`src/afd_pkg.sv`:
```
// shared types and constants of the allpass fractional delay line
`timescale 1ns / 1ps
`default_nettype none
package afd_pkg;

	// defaults for the top level parameters
	localparam int DEPTH_DEF       = 4096;
	localparam int SAMPLE_BITS_DEF = 24;

	// delay register, unsigned with eight fraction bits
	localparam int DELAY_BITS  = 20;
	localparam int DELAY_FRAC  = 8;
	localparam int DELAY_RESET = 51200;
	localparam int DELAY_MIN   = 128;

	// interpolation coefficient, signed Q2.16
	localparam int COEF_FRAC = 16;
	localparam int COEF_BITS = 18;

	// coefficient divider: dividend width and step count
	localparam int DIV_BITS = 24;

	// input field widths
	localparam int TAP_BITS  = 12;
	localparam int FUNC_BITS = 2;

	// result queue entries
	localparam int OQ_DEPTH = 4;

	// operation codes carried on tuser
	typedef enum logic [FUNC_BITS-1:0] {
		FUNC_TICK   = 2'd0,
		FUNC_TAP_RD = 2'd1,
		FUNC_TAP_WR = 2'd2,
		FUNC_NOP    = 2'd3
	} func_t;

endpackage
`default_nettype wire

```
`src/afd_delay.sv`:
```
// delay register decode: read index placement and allpass coefficient divider
`timescale 1ns / 1ps
`default_nettype none
module afd_delay #(
	parameter int DEPTH = afd_pkg::DEPTH_DEF
) (
	input  wire logic                                clk,
	input  wire logic                                arst_n,
	input  wire logic                                cfg_valid,
	output logic                                     cfg_ready,
	input  wire logic [afd_pkg::DELAY_BITS-1:0]      cfg_data,
	input  wire logic [$clog2(DEPTH)-1:0]            wr_idx,
	input  wire logic                                rd_adv,
	output logic      [$clog2(DEPTH)-1:0]            rd_idx,
	output logic signed [afd_pkg::COEF_BITS-1:0]     coef,
	output logic                                     busy
);
	import afd_pkg::*;

	localparam int AW   = $clog2(DEPTH);
	localparam int DW   = (AW + 10 > DELAY_BITS) ? AW + 10 : DELAY_BITS;
	localparam int ONE  = 1 << DELAY_FRAC;
	localparam int SPAN = DEPTH * ONE;
	localparam int DMAX = (DEPTH - 2) * ONE;
	localparam int CW   = $clog2(DIV_BITS + 1);

	// reset placement, worked out from the reset delay with write index zero
	localparam int RST_D    = (DELAY_RESET < DELAY_MIN) ? DELAY_MIN :
		((DELAY_RESET > DMAX) ? DMAX : DELAY_RESET);
	localparam int RST_P    = (ONE + SPAN - RST_D) % SPAN;
	localparam int RST_FR   = RST_P % ONE;
	localparam int RST_R0   = RST_P / ONE;
	localparam int RST_WRAP = (RST_FR > ONE / 2) ? 1 : 0;
	localparam int RST_R    = (RST_WRAP != 0) ? (RST_R0 + 1) % DEPTH : RST_R0;
	localparam int RST_A    = (RST_WRAP != 0) ? 2 * ONE - RST_FR : ONE - RST_FR;
	localparam int RST_NUM  = (ONE - RST_A) * (1 << COEF_FRAC);
	localparam int RST_DEN  = ONE + RST_A;
	localparam int RST_C    = (RST_NUM >= 0) ? (RST_NUM + RST_DEN / 2) / RST_DEN :
		-((RST_DEN / 2 - RST_NUM) / RST_DEN);

	logic              cfg_acc;
	logic [DW-1:0]     d_ext;
	logic [DW-1:0]     d_cl;
	logic [DW-1:0]     p_raw;
	logic [DW-1:0]     p_pos;
	logic [7:0]        frac;
	logic [AW-1:0]     r_base;
	logic              wrap;
	logic [AW-1:0]     r_new;
	logic [8:0]        alpha;
	logic              neg;
	logic [7:0]        mag;
	logic [9:0]        den;
	logic [DIV_BITS-1:0] dividend;

	logic [9:0]          rem_q;
	logic [DIV_BITS-1:0] dvd_q;
	logic [DIV_BITS-1:0] quo_q;
	logic [9:0]          den_q;
	logic                neg_q;
	logic [CW-1:0]       cnt_q;
	logic                busy_q;
	logic [10:0]         rem_sh;
	logic                q_bit;
	logic [9:0]          rem_nx;
	logic [DIV_BITS-1:0] quo_nx;
	logic [AW-1:0]       rd_idx_q;
	logic signed [COEF_BITS-1:0] coef_q;

	assign cfg_ready = !busy_q;
	assign cfg_acc   = cfg_valid && cfg_ready;
	assign busy      = busy_q;
	assign rd_idx    = rd_idx_q;
	assign coef      = coef_q;

	// clamp the delay and place the read position behind the write position
	always_comb begin
		d_ext = DW'(cfg_data);
		if (d_ext < DW'(DELAY_MIN)) begin
			d_cl = DW'(DELAY_MIN);
		end else if (d_ext > DW'(DMAX)) begin
			d_cl = DW'(DMAX);
		end else begin
			d_cl = d_ext;
		end
		p_raw  = (DW'(wr_idx) << DELAY_FRAC) + DW'(ONE) + DW'(SPAN) - d_cl;
		p_pos  = (p_raw >= DW'(SPAN)) ? p_raw - DW'(SPAN) : p_raw;
		frac   = p_pos[7:0];
		r_base = p_pos[DELAY_FRAC +: AW];
		wrap   = frac > 8'd128;
		if (wrap) begin
			r_new = (r_base == AW'(DEPTH - 1)) ? '0 : r_base + 1'b1;
			alpha = 9'd256 - 9'(frac) + 9'd256;
		end else begin
			r_new = r_base;
			alpha = 9'd256 - 9'(frac);
		end
		neg      = alpha > 9'd256;
		mag      = neg ? 8'(alpha - 9'd256) : 8'(9'd256 - alpha);
		den      = 10'd256 + 10'(alpha);
		dividend = (DIV_BITS'(mag) << COEF_FRAC) + DIV_BITS'(den[9:1]);
	end

	// one restoring divider step
	always_comb begin
		rem_sh = {rem_q, dvd_q[DIV_BITS-1]};
		q_bit  = rem_sh >= {1'b0, den_q};
		rem_nx = q_bit ? 10'(rem_sh - {1'b0, den_q}) : rem_sh[9:0];
		quo_nx = {quo_q[DIV_BITS-2:0], q_bit};
	end

	// read index: loaded by a register write, stepped by each tick
	always_ff @(posedge clk or negedge arst_n) begin
		if (!arst_n) begin
			rd_idx_q <= AW'(RST_R);
		end else if (cfg_acc) begin
			rd_idx_q <= r_new;
		end else if (rd_adv) begin
			rd_idx_q <= (rd_idx_q == AW'(DEPTH - 1)) ? '0 : rd_idx_q + 1'b1;
		end
	end

	// divider control and coefficient
	always_ff @(posedge clk or negedge arst_n) begin
		if (!arst_n) begin
			busy_q <= 1'b0;
			cnt_q  <= '0;
			coef_q <= COEF_BITS'(RST_C);
		end else if (cfg_acc) begin
			busy_q <= 1'b1;
			cnt_q  <= CW'(DIV_BITS);
		end else if (busy_q) begin
			cnt_q <= cnt_q - 1'b1;
			if (cnt_q == CW'(1)) begin
				busy_q <= 1'b0;
				coef_q <= neg_q ? -COEF_BITS'(quo_nx) : COEF_BITS'(quo_nx);
			end
		end
	end

	// divider datapath
	always_ff @(posedge clk) begin
		if (cfg_acc) begin
			rem_q <= '0;
			dvd_q <= dividend;
			quo_q <= '0;
			den_q <= den;
			neg_q <= neg;
		end else if (busy_q) begin
			rem_q <= rem_nx;
			dvd_q <= dvd_q << 1;
			quo_q <= quo_nx;
		end
	end

	// a register write always starts a division
	a_cfg_starts_div: assert property (@(posedge clk) disable iff (!arst_n)
		cfg_acc |=> busy_q && cnt_q == CW'(DIV_BITS))
		else $error("divider did not start after register write");

endmodule
`default_nettype wire

```
`config.mk`:
```
export PLATFORM = sky130hd
export DESIGN_NAME = afd_delay
export DESIGN_NICKNAME = d
export VERILOG_FILES = /design/src/afd_pkg.sv /design/src/afd_delay.sv
export SDC_FILE = /design/constraint.sdc
export NUM_CORES = 1
export LEC_CHECK = 0
export ABC_AREA = 1
export BUFFER_PORTS_ARGS = -buffer_cell sky130_fd_sc_hd__buf_2
export CAP_MARGIN = 20
export CORE_ASPECT_RATIO = 0.8
export CORE_MARGIN = 2
export CORE_UTILIZATION = 50
export DETAILED_ROUTE_END_ITERATION = 10
export PLACE_DENSITY = 0.73
export SYNTH_ARGS = -nofsm -noshare
export SYNTH_HDL_FRONTEND = slang
export SYNTH_SLANG_ARGS = --single-unit
```
`constraint.sdc`:
```
create_clock -name clk -period 3.25 [get_ports clk]
set_input_delay 0.325 -clock clk [delete_from_list [all_inputs] [get_ports clk]]
set_output_delay 0.325 -clock clk [all_outputs]
set_load 0.02 [all_outputs]
```
==> key figures <==
Status
  • Status: complete, no violations

Route
  • Iter 0 DRT Violations: 379
  • Metal2 WL: 6660 um
  • Met1 wire length: 7630 um
  • First-pass DRT Iterations: 6
  • Met3 wire len: 698 um
  • Routed Wire Length: 15,100 um
  • Mean number of vias per cell: 5.15
  • WL per Instance: 12.6 um
  • DRC errors left: 0
  • Uppermost layer routed: met4
  • Routed via count: 6,196
  • Post-DRT Antenna Nets: 0

Die
  • Die Y: 108 um
  • CORE AREA: 0.0135 mm^2
  • Initial Utilization: 0.507
  • Core Rows: 38
  • I/O pins: 68
  • Die ar.: 0.0146 mm^2
  • Die Width: 135 um

Synth
  • Synthesized area: 0.00682 mm^2
  • Area leader, netlist: edfxtp_1
  • Netlist cell types: 52
  • Synth area leaders: edfxtp_1 (15%), nand2_1 (12%), dfrtp_1 (10%)
  • Largest family of logic cells by synthesized area: simple AND/OR/NAND/NOR gates
  • Post-synthesis mux area share: 0
  • Post-Synthesis Cells: 927
  • Avg Inst Size Synth: 7.36 um^2
  • Synth Area in Simple Gates: 0.310
  • Synth Area in Compound Gates: 0.121
  • Yosys top cell area share: 0.154
  • Share of the yosys chip area belonging to registers: 0.367
  • #FFs+latches synth: 98
  • Adder-Cell Fraction of Synth Area: 0.0745
  • Net Count, Synth: 1,003
  • XOR/XNOR Fraction of Synth Area: 0.0381
  • Yosys warnings: 0

Global route
  • Largest net degree at the start of global routing: 40
  • Number of global-route vias before repair: 5,735
  • Total track usage: 0.219
  • Initial antenna violation count: 0
  • First-pass GRT wire length: 26,200 um
  • Grt total ovfl: 0

Setup path
  • Flop-to-flop setup slack: 0.24 ns
  • Critical path endpoint category: flop
  • Crit-path max FO: 14
  • Worst r2r path cells: 18
  • R2r startpoint: den_q[1]
  • CP startpoint kind: flop
  • Crit Path Class: flop to flop
  • WP data required: 3.49 ns
  • FF-to-FF End: coef[17]
  • Critical Path AT: 3.25 ns

Pwr
  • PD cells: 785 mW/mm^2
  • Total Power: 6220 uW
  • Peak VDD IR: 0.356 mV
  • LEAKAGE: 0.00396 uW

STA
  • Rel. slew slack: 0.462
  • Endpoints failing setup: 0
  • Worst-margin pin slew: 0.807 ns
  • RSZ-0062 raised after global routing: true
  • TNS Setup: 0 ns
  • Fmax: 332 MHz
  • Final Max Slew Viols: 0
  • Final Hold Viols: 0
  • Clock Skew: 0.00680 ns
  • Final period utilization: 0.927
  • Crit path time final: 3.01 ns

Finish
  • Layout cells sized above 1: 0.195
  • Non-Filler Instances: 1,203
  • Post-Route Utilization: 0.589
  • Most common cell after layout, fill and taps aside: nand2_1
  • Final instance area: 0.00793 mm^2
  • Final-stage net count: 1,094
  • Antenna Cells: 0
  • Most frequent cells in the layout: nand2_1 (210), inv_1 (123), nor2_1 (106)
  • Number of fill cells: 1,248
  • Area growth, synth to finish: 16.2%

Job
  • Max Cap Viol: 0

Place
  • Routability-driven placement congestion ratio: 0.902
  • Placed Area: 0.00754 mm^2
  • Placed cells: 1,186
  • Port Buffers: 67
  • Hpwl dp: 11,600 um

Clock tree
  • H-tree Lvls: 3
  • Root Driver: clkbuf_16
  • Clk sinks: 98
  • TritonCTS clock tree: done
  • Clock transition at path regs: 0.07 ns
  • Cts hold-fix bufs: 0
  • Clock insertion delay at the later pin of the skew report: 0.35 ns
  • Num CTS Buffers: 9
  • Clock Path Buffers: 2

Min path
  • Worst hold path class: primary input to asynchronous set/reset pin
==> worst max-delay path: stages, from the launching register on <==
cell and delay [ns]:
edfxtp_1 0.42, inv_1 0.09, ha_1 0.24, nand3b_1 0.09, nand2_1 0.09, a21oi_2 0.16, o21ai_1 0.07, a21oi_1 0.18
inv_1 0.08, nand2_1 0.06, nand2_1 0.06, buf_4 0.18, nor2_1 0.34, nand4_1 0.24, nand2_1 0.20, o21ai_0 0.13
xor2_1 0.16, nand2_1 0.07, nand2_1 0.04
==> cell usage after synthesis, drive strengths merged <==
cell type / instances
a21o: 1
o21ai: 67
o221a: 1
o211ai: 4
nor4: 1
a21oi: 41
nand3: 67
o22ai: 18
and2: 2
and3: 1
a21boi: 1
a31oi: 5
nor2: 125
buf: 4
inv: 134
dfxtp: 27
o21a: 1
nand3b: 7
o31ai: 3
ha: 39
clkinv: 4
a221oi: 1
fa: 1
nand4: 13
dfstp: 8
xnor2: 6
nand2: 230
edfxtp: 35
dfrtp: 28
nor3: 11
xor2: 22
o221ai: 2
o21bai: 1
clkbuf: 16
==> kinds of logic (layout without fill, tap and decap cells) <==
kind of cell | after synthesis | count (layout)
buf+inv | 158 | 254
flops | 98 | 98
xor+xnor | 28 | 28
fa+ha+maj | 40 | 40
compound gates | 146 | 146
simple gates | 457 | 457
==> report_power, final <==
part	internal, uW	total (uW)	switching, uW
Combinational	1110	2830	1720
Sequential	1900	2270	369
Clock	628	1120	495
==> routing by layer <==
metal | vias up | GRT usage
met3 | 11 | 0.0356
met4 | 0 | 0.0376
li1 | 3210 | -
met5 | - | 0
met2 | 136 | 0.358
met1 | 2839 | 0.313
==> repair_timing <==
action                     CTS  global route
setup buffers                0             1
hold endpoints to repair     0             0
setup endpoints to repair    0            18
gates resized for setup      0            17
==> area by class of cell <==
class | count | area (um^2) | share of cell area
Clock buffer | 11 | 275 | 0.0347
Tap cell | 180 | 225 | 0.0284
Clock inverter | 5 | 51.3 | 0.00647
Timing Repair Buffer | 100 | 583 | 0.0735
Multi-Input combinational cell | 671 | 3770 | 0.476
Inverter | 138 | 518 | 0.0653
Sequential cell | 98 | 2500 | 0.316
==> state kept, by name (all words and copies together) (netlist names) <==
name and cells:
den_q 10, rem_q 10, neg_q 1, rd_idx 12, coef 18, busy 1
cnt_q 5, dvd_q 24, quo_q 17
==> through the flow <==
stage          hold WS, ns  worst slack [ns]
6_report            0.0613             0.238
5_1_grt              0.133          -0.00673
4_1_cts             0.0909            0.0257
3_5_place_dp         0.460          -0.00368
3_3_place_gp         0.460            0.0197
2_1_floorplan       0.0294            0.0245
==> worst max path at each step <==
| stage | to | cells past startpoint | slack [ns] | startpoint |
|---|---|---|---|---|
| 2_1_floorplan | dvd_q[19] | 26 | 0.02 | cfg_data[1] |
| 3_3_place_gp | coef[16] | 23 | 0.02 | den_q[6] |
| 3_5_place_dp | dvd_q[21] | 23 | -0.004 | cfg_data[8] |
| 4_1_cts | coef[16] | 23 | 0.03 | den_q[6] |
| 5_1_grt | coef[16] | 23 | -0.007 | den_q[1] |
| 6_report | coef[17] | 18 | 0.24 | den_q[1] |
No activity file was read; power rests on OpenSTA's default activity.
