### src/afd_pkg.sv
// shared types and constants of the allpass fractional delay line
`timescale 1ns / 1ps
`default_nettype none
package afd_pkg;

	// defaults for the top level parameters
	localparam int DEPTH_DEF       = 4096;
	localparam int SAMPLE_BITS_DEF = 24;

	// delay register, unsigned with eight fraction bits
	localparam int DELAY_BITS  = 20;
	localparam int DELAY_FRAC  = 8;
	localparam int DELAY_RESET = 51200;
	localparam int DELAY_MIN   = 128;

	// interpolation coefficient, signed Q2.16
	localparam int COEF_FRAC = 16;
	localparam int COEF_BITS = 18;

	// coefficient divider: dividend width and step count
	localparam int DIV_BITS = 24;

	// input field widths
	localparam int TAP_BITS  = 12;
	localparam int FUNC_BITS = 2;

	// result queue entries
	localparam int OQ_DEPTH = 4;

	// operation codes carried on tuser
	typedef enum logic [FUNC_BITS-1:0] {
		FUNC_TICK   = 2'd0,
		FUNC_TAP_RD = 2'd1,
		FUNC_TAP_WR = 2'd2,
		FUNC_NOP    = 2'd3
	} func_t;

endpackage
`default_nettype wire

### src/afd_ofifo.sv
// small result queue between the datapath and the output channel
`timescale 1ns / 1ps
`default_nettype none
module afd_ofifo #(
	parameter int WIDTH = 24
) (
	input  wire logic             clk,
	input  wire logic             arst_n,
	input  wire logic             push,
	input  wire logic [WIDTH-1:0] push_data,
	output logic                  pop_valid,
	input  wire logic             pop_ready,
	output logic      [WIDTH-1:0] pop_data
);
	import afd_pkg::*;

	localparam int PW = $clog2(OQ_DEPTH);
	localparam int NW = $clog2(OQ_DEPTH + 1);

	logic [WIDTH-1:0] mem_q [OQ_DEPTH];
	logic [PW-1:0]    wr_ptr_q;
	logic [PW-1:0]    rd_ptr_q;
	logic [NW-1:0]    cnt_q;
	logic             pop;

	assign pop_valid = cnt_q != '0;
	assign pop_data  = mem_q[rd_ptr_q];
	assign pop       = pop_valid && pop_ready;

	// pointers and fill level
	always_ff @(posedge clk or negedge arst_n) begin
		if (!arst_n) begin
			wr_ptr_q <= '0;
			rd_ptr_q <= '0;
			cnt_q    <= '0;
		end else begin
			if (push) begin
				wr_ptr_q <= wr_ptr_q + 1'b1;
			end
			if (pop) begin
				rd_ptr_q <= rd_ptr_q + 1'b1;
			end
			if (push && !pop) begin
				cnt_q <= cnt_q + 1'b1;
			end else if (pop && !push) begin
				cnt_q <= cnt_q - 1'b1;
			end
		end
	end

	// entry storage
	always_ff @(posedge clk) begin
		if (push) begin
			mem_q[wr_ptr_q] <= push_data;
		end
	end

	// the credit count upstream must keep the queue from overflowing
	a_no_overflow: assert property (@(posedge clk) disable iff (!arst_n)
		push |-> (cnt_q != NW'(OQ_DEPTH)) || pop)
		else $error("result queue overflow");

endmodule
`default_nettype wire

### config.mk
export PLATFORM = sky130hd
export DESIGN_NAME = afd_ofifo
export DESIGN_NICKNAME = d
export VERILOG_FILES = /design/src/afd_pkg.sv /design/src/afd_ofifo.sv
export SDC_FILE = /design/constraint.sdc
export NUM_CORES = 1
export LEC_CHECK = 0
export BUFFER_PORTS_ARGS = -buffer_cell sky130_fd_sc_hd__buf_2
export CORE_ASPECT_RATIO = 1.5
export CORE_MARGIN = 2
export CORE_UTILIZATION = 50
export CTS_BUF_LIST = sky130_fd_sc_hd__clkbuf_4
export CTS_CLUSTER_DIAMETER = 30
export DETAILED_ROUTE_END_ITERATION = 12
export HOLD_SLACK_MARGIN = 0.03
export PLACE_DENSITY = 0.71
export SLEW_MARGIN = 20
export SYNTH_ARGS = -nofsm -noshare
export SYNTH_HDL_FRONTEND = slang
export SYNTH_SLANG_ARGS = --single-unit
### constraint.sdc
create_clock -name clk -period 2.85 [get_ports clk]
set_clock_uncertainty 0.05 [all_clocks]
set_input_delay 0.285 -clock clk [delete_from_list [all_inputs] [get_ports clk]]
set_output_delay 0.285 -clock clk [all_outputs]
set_load 0.05 [all_outputs]
==> impl_metrics.toml, run 1 <==
[setup_path]
criticalPathCategory = "flop to primary output"
critical_path.cell_chain = "buf_12 -> mux4_1 -> buf_2"
path_max_fanout = 16
slowest_stage = "dfrtp_2"
crit_arrival_ps = 2120
cp.required_ps = 2520
cp-end-kind = "primary output"
start_kind = "flop"
max_stage_delay_ps = 630

[yosys]
synth.distinct_cells = 19
yosys-top-cells-area = "edfxtp_1, mux4_2, dfrtp_1"
syn_area_um2 = 3900
synth_top_cell_area_share_pct = 74.0
syn_avg_cell_area_um2 = 24.5
synth.yosys.warnings = 0
synth_top_cell_by_area = "edfxtp_1"
yosysSeqAreaShare_pct = 78.5
ys_ff_latch = 103
syn-num-nets = 193
synthCells = 159

[clock_network]
cts_max_level = 3
cts_max_path_buffers = 2
tritoncts.num_buffers = 9
post_cts_resized = 0
cts_tree = "built"
clock_latency_ps = 450
clk_pin_slew_ps = 140
cts_root_buf = "clkbuf_4"
cts_num_sinks = 103

[die]
fp.dieH_um = 112
io_pins = 53
num_rows = 39
core_area_um2 = 7610
die_w_um = 76.1
die_area_um2 = 8530
start_util_pct = 51.2

[timing]
drv_slew = 0
fin_crit_sh_pct = 86.2
timing.fmax_ghz = 0.407
max_slew.worst_pin.slew_ps = 566
setup_viol = 0
slew-limit-headroom_pct = 62.2
finalCriticalPeriod_ps = 2460
hold_ws_ps = 66.0
rsz0062_at_grt = "no"
hold_viol_final = 0
fin_tns_setup_ps = 0

[outcome]
outcome = "complete, no violations"

[grt]
grt_max_degree = 25
antenna_found_initial = 0
first_global_vias = 1972
grt_usage_pct = 16.0
grt-ovfl-total = 0
grt_pass1_wl_um = 10000

[final_layout]
fin_nets = 283
fillCellCount = 559
final_area_um2 = 4650
regArea_um2 = 3060
drive_gt1_share_pct = 36.6
stdcell_count = 356
area_growth_pct = 19.4
multi_input_area_um2 = 762
num_antenna_cells = 0
final_common_cell = "edfxtp_1"
final_cell_mix = "edfxtp_1, buf_2, dlygate4sd3_1"

[place]
io_buffers = 52
place_area_um2 = 4290
place.gp.congestion = 0.799
dp.cells = 314
hpwl_um = 3830

[routing]
totalWireLength_um = 6220
vias = 1830
dr.pass1.iters = 4
wl_per_cell_um = 17.5
drt_iter0_drc = 105
drc = 0
avgViaCountPerCell = 5.14
drtAntennaViolNets = 0

[power]
intPower_uw = 2830
power.density_nw_per_um2 = 1020
power_uw = 4760
comb_power_share_pct = 41.9
power_frac_seq_pct = 45.2
swShare_pct = 40.4
vdd_drop_max_v = 0.000683
switchingPower_uw = 1920
p_clk_share_pct = 12.9
p_leak_uw = 0.00165

[hold_path]
hold_path.class = "input pin to flop"

[job]
drv_cap = 0
cell usage after synthesis:
cell	count
mux2_2	1
buf_12	2
fa_1	1
nand3_1	1
and2_1	4
nand2_1	2
buf_2	3
inv_1	3
ha_1	5
buf_6	1
xor2_1	3
mux4_1	6
o21ai_0	1
edfxtp_1	96
xnor2_1	3
dfrtp_1	7
or3_1	1
mux4_2	18
nor2_1	1
path summary, 6_finish.rpt:
check                          endpoint  slack (ps)  cells after the start        start
min in group asynchronous      cnt_q[0]         130                      2       arst_n
max reg2reg                    cnt_q[2]         680                      8     cnt_q[0]
max in group asynchronous   rd_ptr_q[0]        2450                      2       arst_n
min reg2reg                    cnt_q[2]         430                      1     cnt_q[2]
max                        pop_data[23]         390                      3  rd_ptr_q[0]
min                         rd_ptr_q[1]          70                      3    pop_ready
layout make-up:
cell class / count / area share, %
clock inverters: 7 / 0.860
clock buffers: 9 / 1.45
flip-flops and latches: 103 / 65.7
repair buffers: 85 / 12.6
inverters: 3 / 0.242
well taps: 102 / 2.74
multi-input cells: 47 / 16.4
power groups by stage:
stage,Combinational [uW],Clock [uW],Sequential (uW)
2_1_floorplan,1690,0,2090
3_3_place_gp,1990,0,2180
3_5_place_dp,2000,0,2200
4_1_cts,2030,636,2170
5_1_grt,2100,696,2190
6_report,1990,613,2150
kinds of logic after synthesis:
group | after synthesis | share of synthesized area [%]
flip-flops | 103 | 78.5
multiplexers | 25 | 14.7
buffers and inverters | 9 | 1.99
AND/OR/NAND/NOR | 9 | 1.22
XOR/XNOR | 6 | 1.35
adder cells (fa/ha/maj) | 6 | 2.12
AO/OA/AOI/OAI | 1 | 0.128
routing by layer:
metal  part of all wire [%]  routed length, um  up-vias  track usage [%]
li1                       -                  -      842                -
met1                     42               2610      934             18.9
met2                     51               3190       43             27.2
met3                    5.0                313       11             4.90
met4                    1.6                102        0             7.27
met5                      0                  0        -                0
worst max-delay path, delay by kind of cell, from the launching register on:
kind,cells,cell delay (ps)
buffers and inverters,2,460
DFF,1,630
muxes,1,580
registers in the layout, summed over array words and instances, names as in the netlist:
signal    count
mem_q        96
wr_ptr_q      2
cnt_q         3
rd_ptr_q      2
per-stage QoR:
stage	setup slack [ps]	util [%]
finish	392	61.1
global route	254	61.1
CTS	302	61.1
detailed placement	738	56.3
global placement	804	56.3
floorplan	532	-
timing repair:
item / CTS / global route
buffers inserted: 0 / 0
hold endpoints to repair: 104 / 0
hold buffers: 26 / 0
No activity file was read; power rests on OpenSTA's default activity.
==> inputs of run 2 (changes only) <==
--- a/config.mk
+++ b/config.mk
@@ -12,6 +12,7 @@
 export CTS_BUF_LIST = sky130_fd_sc_hd__clkbuf_4
 export CTS_CLUSTER_DIAMETER = 30
 export DETAILED_ROUTE_END_ITERATION = 12
+export GPL_TIMING_DRIVEN = 0
 export HOLD_SLACK_MARGIN = 0.03
 export PLACE_DENSITY = 0.71
 export SLEW_MARGIN = 20
==> run 2 against run 1 <==
Wire length rose by 0.24%; die area stayed put; cell count fell by 0.28%; critical path type unchanged.
==> impl_metrics.toml, run 2 (synthesis gave the netlist of run 1 again) <==
[hold_path]
hold_path.class = "input pin to flop"
hold_path_end = "rd_ptr_q[1]"
hp-start = "pop_ready"
whs_path_depth = 3

[clock_network]
tritoncts.num_buffers = 9
cts_hold_buf = 26
cts_tree = "built"
post_cts_resized = 0
cts_setup_buffers = 0
clock_latency_ps = 440
clk_pin_slew_ps = 130
cts_root_buf = "clkbuf_4"
cts_max_level = 3
cts_num_sinks = 103
cts_max_path_buffers = 2

[die]
fp.dieH_um = 112
num_rows = 39
die_area_um2 = 8530
core_area_um2 = 7610
die_w_um = 76.1
io_pins = 53
start_util_pct = 51.2

[power]
vdd_drop_max_v = 0.000748
power.density_nw_per_um2 = 1040
power_uw = 4880
p_leak_uw = 0.00167

[grt]
grt_max_degree = 25
grt_usage_pct = 16.2
grt_pass1_wl_um = 10200
antenna_found_initial = 0
first_global_vias = 1998
grt-ovfl-total = 0

[timing]
slew-limit-headroom_pct = 55.0
setup_viol = 0
rsz0062_at_grt = "no"
hold_viol_final = 0
fin_tns_setup_ps = 0
max_slew.worst_pin.slew_ps = 676
finalCriticalPeriod_ps = 2220
timing.fmax_ghz = 0.451
drv_slew = 0
fin_crit_sh_pct = 77.8

[final_layout]
num_antenna_cells = 0
final_common_cell = "edfxtp_1"
largest_register_ffs = 96
fillCellCount = 582
top_register = "mem_q"
fin_util_pct = 61.4
multi_input_area_um2 = 767
fin_nets = 282
reg.largest.list = "mem_q x96, cnt_q x3"
regArea_um2 = 3060
drive_gt1_share_pct = 37.2
area_growth_pct = 20.0
final_cell_mix = "edfxtp_1, buf_2, dlygate4sd3_1"

[outcome]
outcome = "complete, no violations"

[setup_path]
start_kind = "flop"
crit_family = "buffers and inverters"
cp.required_ps = 2520
cp_num_buf_inv = 3
criticalPathCategory = "flop to primary output"
path_max_fanout = 10
reg2reg_depth = 8
slowest_stage = "mux4_2"
worstReg2RegEnd = "cnt_q[2]"
rrSetupSlack_ps = 720
cp-end-kind = "primary output"
critical_path.cell_chain = "buf_6 -> buf_12 -> mux4_2 -> buf_2"
crit_arrival_ps = 1880
max_stage_delay_ps = 510
rr_startpoint = "cnt_q[0]"

[place]
place.gp.congestion = 0.703
hpwl_um = 3830
io_buffers = 52

[routing]
drtAntennaViolNets = 0
drt_iter0_drc = 129
drc = 0
dr.pass1.iters = 6
totalWireLength_um = 6230
wl_per_cell_um = 17.6
vias = 1823
avgViaCountPerCell = 5.14

[job]
drv_cap = 0
[run 2: cell types whose count changed in the layout (fill, tap and decap cells not counted), sizes merged]
cell / previous run / this run
clkbuf: 9 / 10
clkinv: 4 / 5
clkinvlp: 3 / 0
bufinv: 0 / 1
buf: 59 / 58
[run 2: through the flow]
stage / instances / hold slack, ps / cell area, um2 / setup WS (ps)
2_1_floorplan: 159 / -60.6 / 3900 / 532
3_3_place_gp: 313 / 74.7 / 4290 / 727
3_5_place_dp: 313 / 73.4 / 4290 / 718
4_1_cts: 355 / 43.4 / 4680 / 568
5_1_grt: 355 / 58.4 / 4680 / 515
6_report: 355 / 74.7 / 4680 / 633
[run 2: where the power goes]
group	leakage [uW]	total (uW)	internal, uW	switching, uW
clock	0.0000727	703	267	436
combinational	0.000636	2110	700	1410
sequential	0.000964	2070	1990	84.4
total	0.00167	4880	2960	1930
[run 2: layer usage]
layer	part of all wire, %	GRT usage, %	up-vias
met5	0	0	-
met4	2.5	8.36	0
li1	-	-	838
met1	43	20.8	932
met3	3.3	3.62	10
met2	51	26.4	43
[run 2: cell type report]
cell class / instances / share of cell area (%)
clock inverters: 6 / 1.10
plain buffers: 6 / 1.42
flip-flops and latches: 103 / 65.4
inverters: 3 / 0.241
repair buffers: 78 / 11.1
well taps: 102 / 2.73
multi-input cells: 47 / 16.4
clock buffers: 10 / 1.61
[run 2: worst register-to-register path, cell delays in order, from the launching register on]
cell and delay [ps]:
dfrtp_1 440, or3_1 420, nand2_1 120, ha_1 190, inv_1 60, fa_1 370, xor2_1 150, nor2_1 110
xor2_1 160
[run 2: worst max-delay path by stage]
stage,start,to,slack (ps),depth (start not counted)
after global placement,wr_ptr_q[0],mem_q[0][16],730,3
after CTS,rd_ptr_q[1],pop_data[8],570,4
final,rd_ptr_q[0],pop_data[8],630,4
after global routing,rd_ptr_q[0],pop_data[0],510,4
after detailed placement,cnt_q[0],cnt_q[2],720,8
after floorplan,cnt_q[0],cnt_q[2],530,8
==> inputs of run 3 (changes only) <==
--- a/config.mk
+++ b/config.mk
@@ -14,7 +14,7 @@
 export DETAILED_ROUTE_END_ITERATION = 12
 export GPL_TIMING_DRIVEN = 0
 export HOLD_SLACK_MARGIN = 0.03
-export PLACE_DENSITY = 0.71
+export PLACE_DENSITY = 0.74
 export SLEW_MARGIN = 20
 export SYNTH_ARGS = -nofsm -noshare
 export SYNTH_HDL_FRONTEND = slang
==> constraint.sdc (replaced) <==
create_clock -name clk -period 2 [get_ports clk]
set_clock_uncertainty 0.05 [all_clocks]
set_input_delay 0.2 -clock clk [delete_from_list [all_inputs] [get_ports clk]]
set_output_delay 0.2 -clock clk [all_outputs]
set_load 0.05 [all_outputs]
==> run 3 against run 2 <==
The run now ends with negative setup slack left; first-iteration DRC count grew 33%; wire length rose by 4.7%; sequential share of layout area down 3.9 points; non-clock buffer count is 8 higher; count of clock-buffer cells in the layout shrank 1; flip-flop and latch count unchanged; cell area is 6.3% higher; global-route usage decreased by 0.18 points; clock power up 48%; highest routed layer unchanged.
==> impl_metrics.toml, run 3 (synthesis gave the netlist of run 1 again) <==
[routing]
drt_iter0_drc = 171
drtAntennaViolNets = 0
avgViaCountPerCell = 5.04
dr.pass1.iters = 5
vias = 1829
wl_per_cell_um = 18.0
totalWireLength_um = 6530
drc = 0

[power]
power.density_nw_per_um2 = 1560
vdd_drop_max_v = 0.000848
p_leak_uw = 0.00177
power_uw = 7780

[grt]
grt_pass1_wl_um = 10000
use_met2_pct = 27.2
grt-ovfl-total = 0
antenna_found_initial = 0
use_met1_pct = 19.0
grt_usage_pct = 16.0
top_usage_layer = "met2"
met3_usage_pct = 4.42
first_global_vias = 1932
grt_max_degree = 25

[setup_path]
crit_family = "multiplexers"
reg2reg_depth = 8
cp-startpoint = "rd_ptr_q[0]"
cp.required_ps = 1750
cp-end-kind = "primary output"
start_kind = "flop"
max_stage_delay_ps = 540
worstReg2RegEnd = "cnt_q[2]"
path_common_cell = "buf_12"
slowest_stage = "mux4_2"
criticalPathCategory = "flop to primary output"
critical_path.cell_chain = "buf_12 -> buf_12 -> mux4_2 -> buf_6"
path_max_fanout = 8
path_depth = 4
crit_path_end = "pop_data[6]"
cp_num_buf_inv = 3
crit_arrival_ps = 1860
rr_startpoint = "cnt_q[1]"
rrSetupSlack_ps = 60

[final_layout]
final_cell_mix = "edfxtp_1, buf_2, dlygate4sd3_1"
num_antenna_cells = 0
reg.largest.list = "mem_q x96, cnt_q x3"
final_common_cell = "edfxtp_1"
area_growth_pct = 27.6
fin_nets = 290
largest_register_ffs = 96
final_area_um2 = 4970
stdcell_count = 363
drive_gt1_share_pct = 42.9
top_register = "mem_q"
fillCellCount = 544

[clock_network]
cts_root_buf = "clkbuf_4"
cts_max_path_buffers = 2
cts_max_level = 3
clk_pin_slew_ps = 130
tritoncts.num_buffers = 9
cts_num_sinks = 103
clock_latency_ps = 450
cts_tree = "built"

[place]
dp.cells = 313
io_buffers = 52
hpwl_um = 3710
place_area_um2 = 4320
place.gp.congestion = 0.650

[die]
num_rows = 39
start_util_pct = 51.2
fp.dieH_um = 112
die_area_um2 = 8530
die_w_um = 76.1
core_area_um2 = 7610
io_pins = 53

[timing]
fin_crit_sh_pct = 106
slew-limit-headroom_pct = 54.9
hold_ws_ps = 432
setup_viol = 24
rsz0062_at_grt = "yes"
hold_viol_final = 0
timing.fmax_ghz = 0.473
drv_slew = 0
layout_setup_ws_ps = -114
max_slew.worst_pin.slew_ps = 676
finalCriticalPeriod_ps = 2110
fin_tns_setup_ps = -1780

[hold_path]
whs_path_depth = 1
hold_path.class = "flop to flop"

[job]
drv_cap = 0

[outcome]
failed_checks = "negative setup slack"
outcome = "finished, violations left"
-- run 3: cell types whose count changed in the layout (fill, tap and decap cells not counted), sizes merged --
cell         delta
buf             +4
inv             +3
clkinv          -2
dlygate4sd3     +2
clkbuf          +1
-- run 3: layout make-up --
class / instances / area (um2) / area share (%)
inverter: 3 / 11.3 / 0.226
tap: 102 / 128 / 2.57
multi-input combinational: 47 / 776 / 15.6
timing repair buffer: 86 / 783 / 15.7
sequential: 103 / 3060 / 61.5
buffer: 6 / 80.1 / 1.61
clock inverter: 7 / 70.1 / 1.41
clock buffer: 9 / 67.6 / 1.36
-- run 3: per-stage QoR --
step | setup slack, ps | util, %
after detailed placement | 62.9 | 56.7
after floorplan | 21.1 | -
after global routing | -187 | 65.3
after CTS | -120 | 64.4
after global placement | -117 | 56.7
final | -114 | 65.3
-- run 3: worst min-delay path by stage --
stage	startpoint	end	slack, ps
2_1_floorplan	arst_n	cnt_q[0]	-150
5_1_grt	push_data[0]	mem_q[2][0]	410
6_report	cnt_q[2]	cnt_q[2]	430
3_3_place_gp	arst_n	cnt_q[1]	-7
3_5_place_dp	arst_n	cnt_q[1]	-3
4_1_cts	push_data[18]	mem_q[3][18]	410
-- run 3: routing by layer --
layer  part of all wire, %  wire, um
met1                    40      2630
met2                    55      3570
met3                   3.7       241
met4                   1.3        86
met5                     0         0
-- run 3: timing repair --
action,CTS,global route
gates resized for setup,52,6
pin swaps,0,2
endpoints found under the setup margin,24,25
hold buffers,28,0
cloned,0,2
buffers inserted,2,2
hold endpoints to repair,107,0
-- run 3: power breakdown --
| group | switching, uW | internal [uW] |
|---|---|---|
| Sequential | 131 | 2840 |
| Combinational | 2160 | 1610 |
| Clock | 653 | 387 |
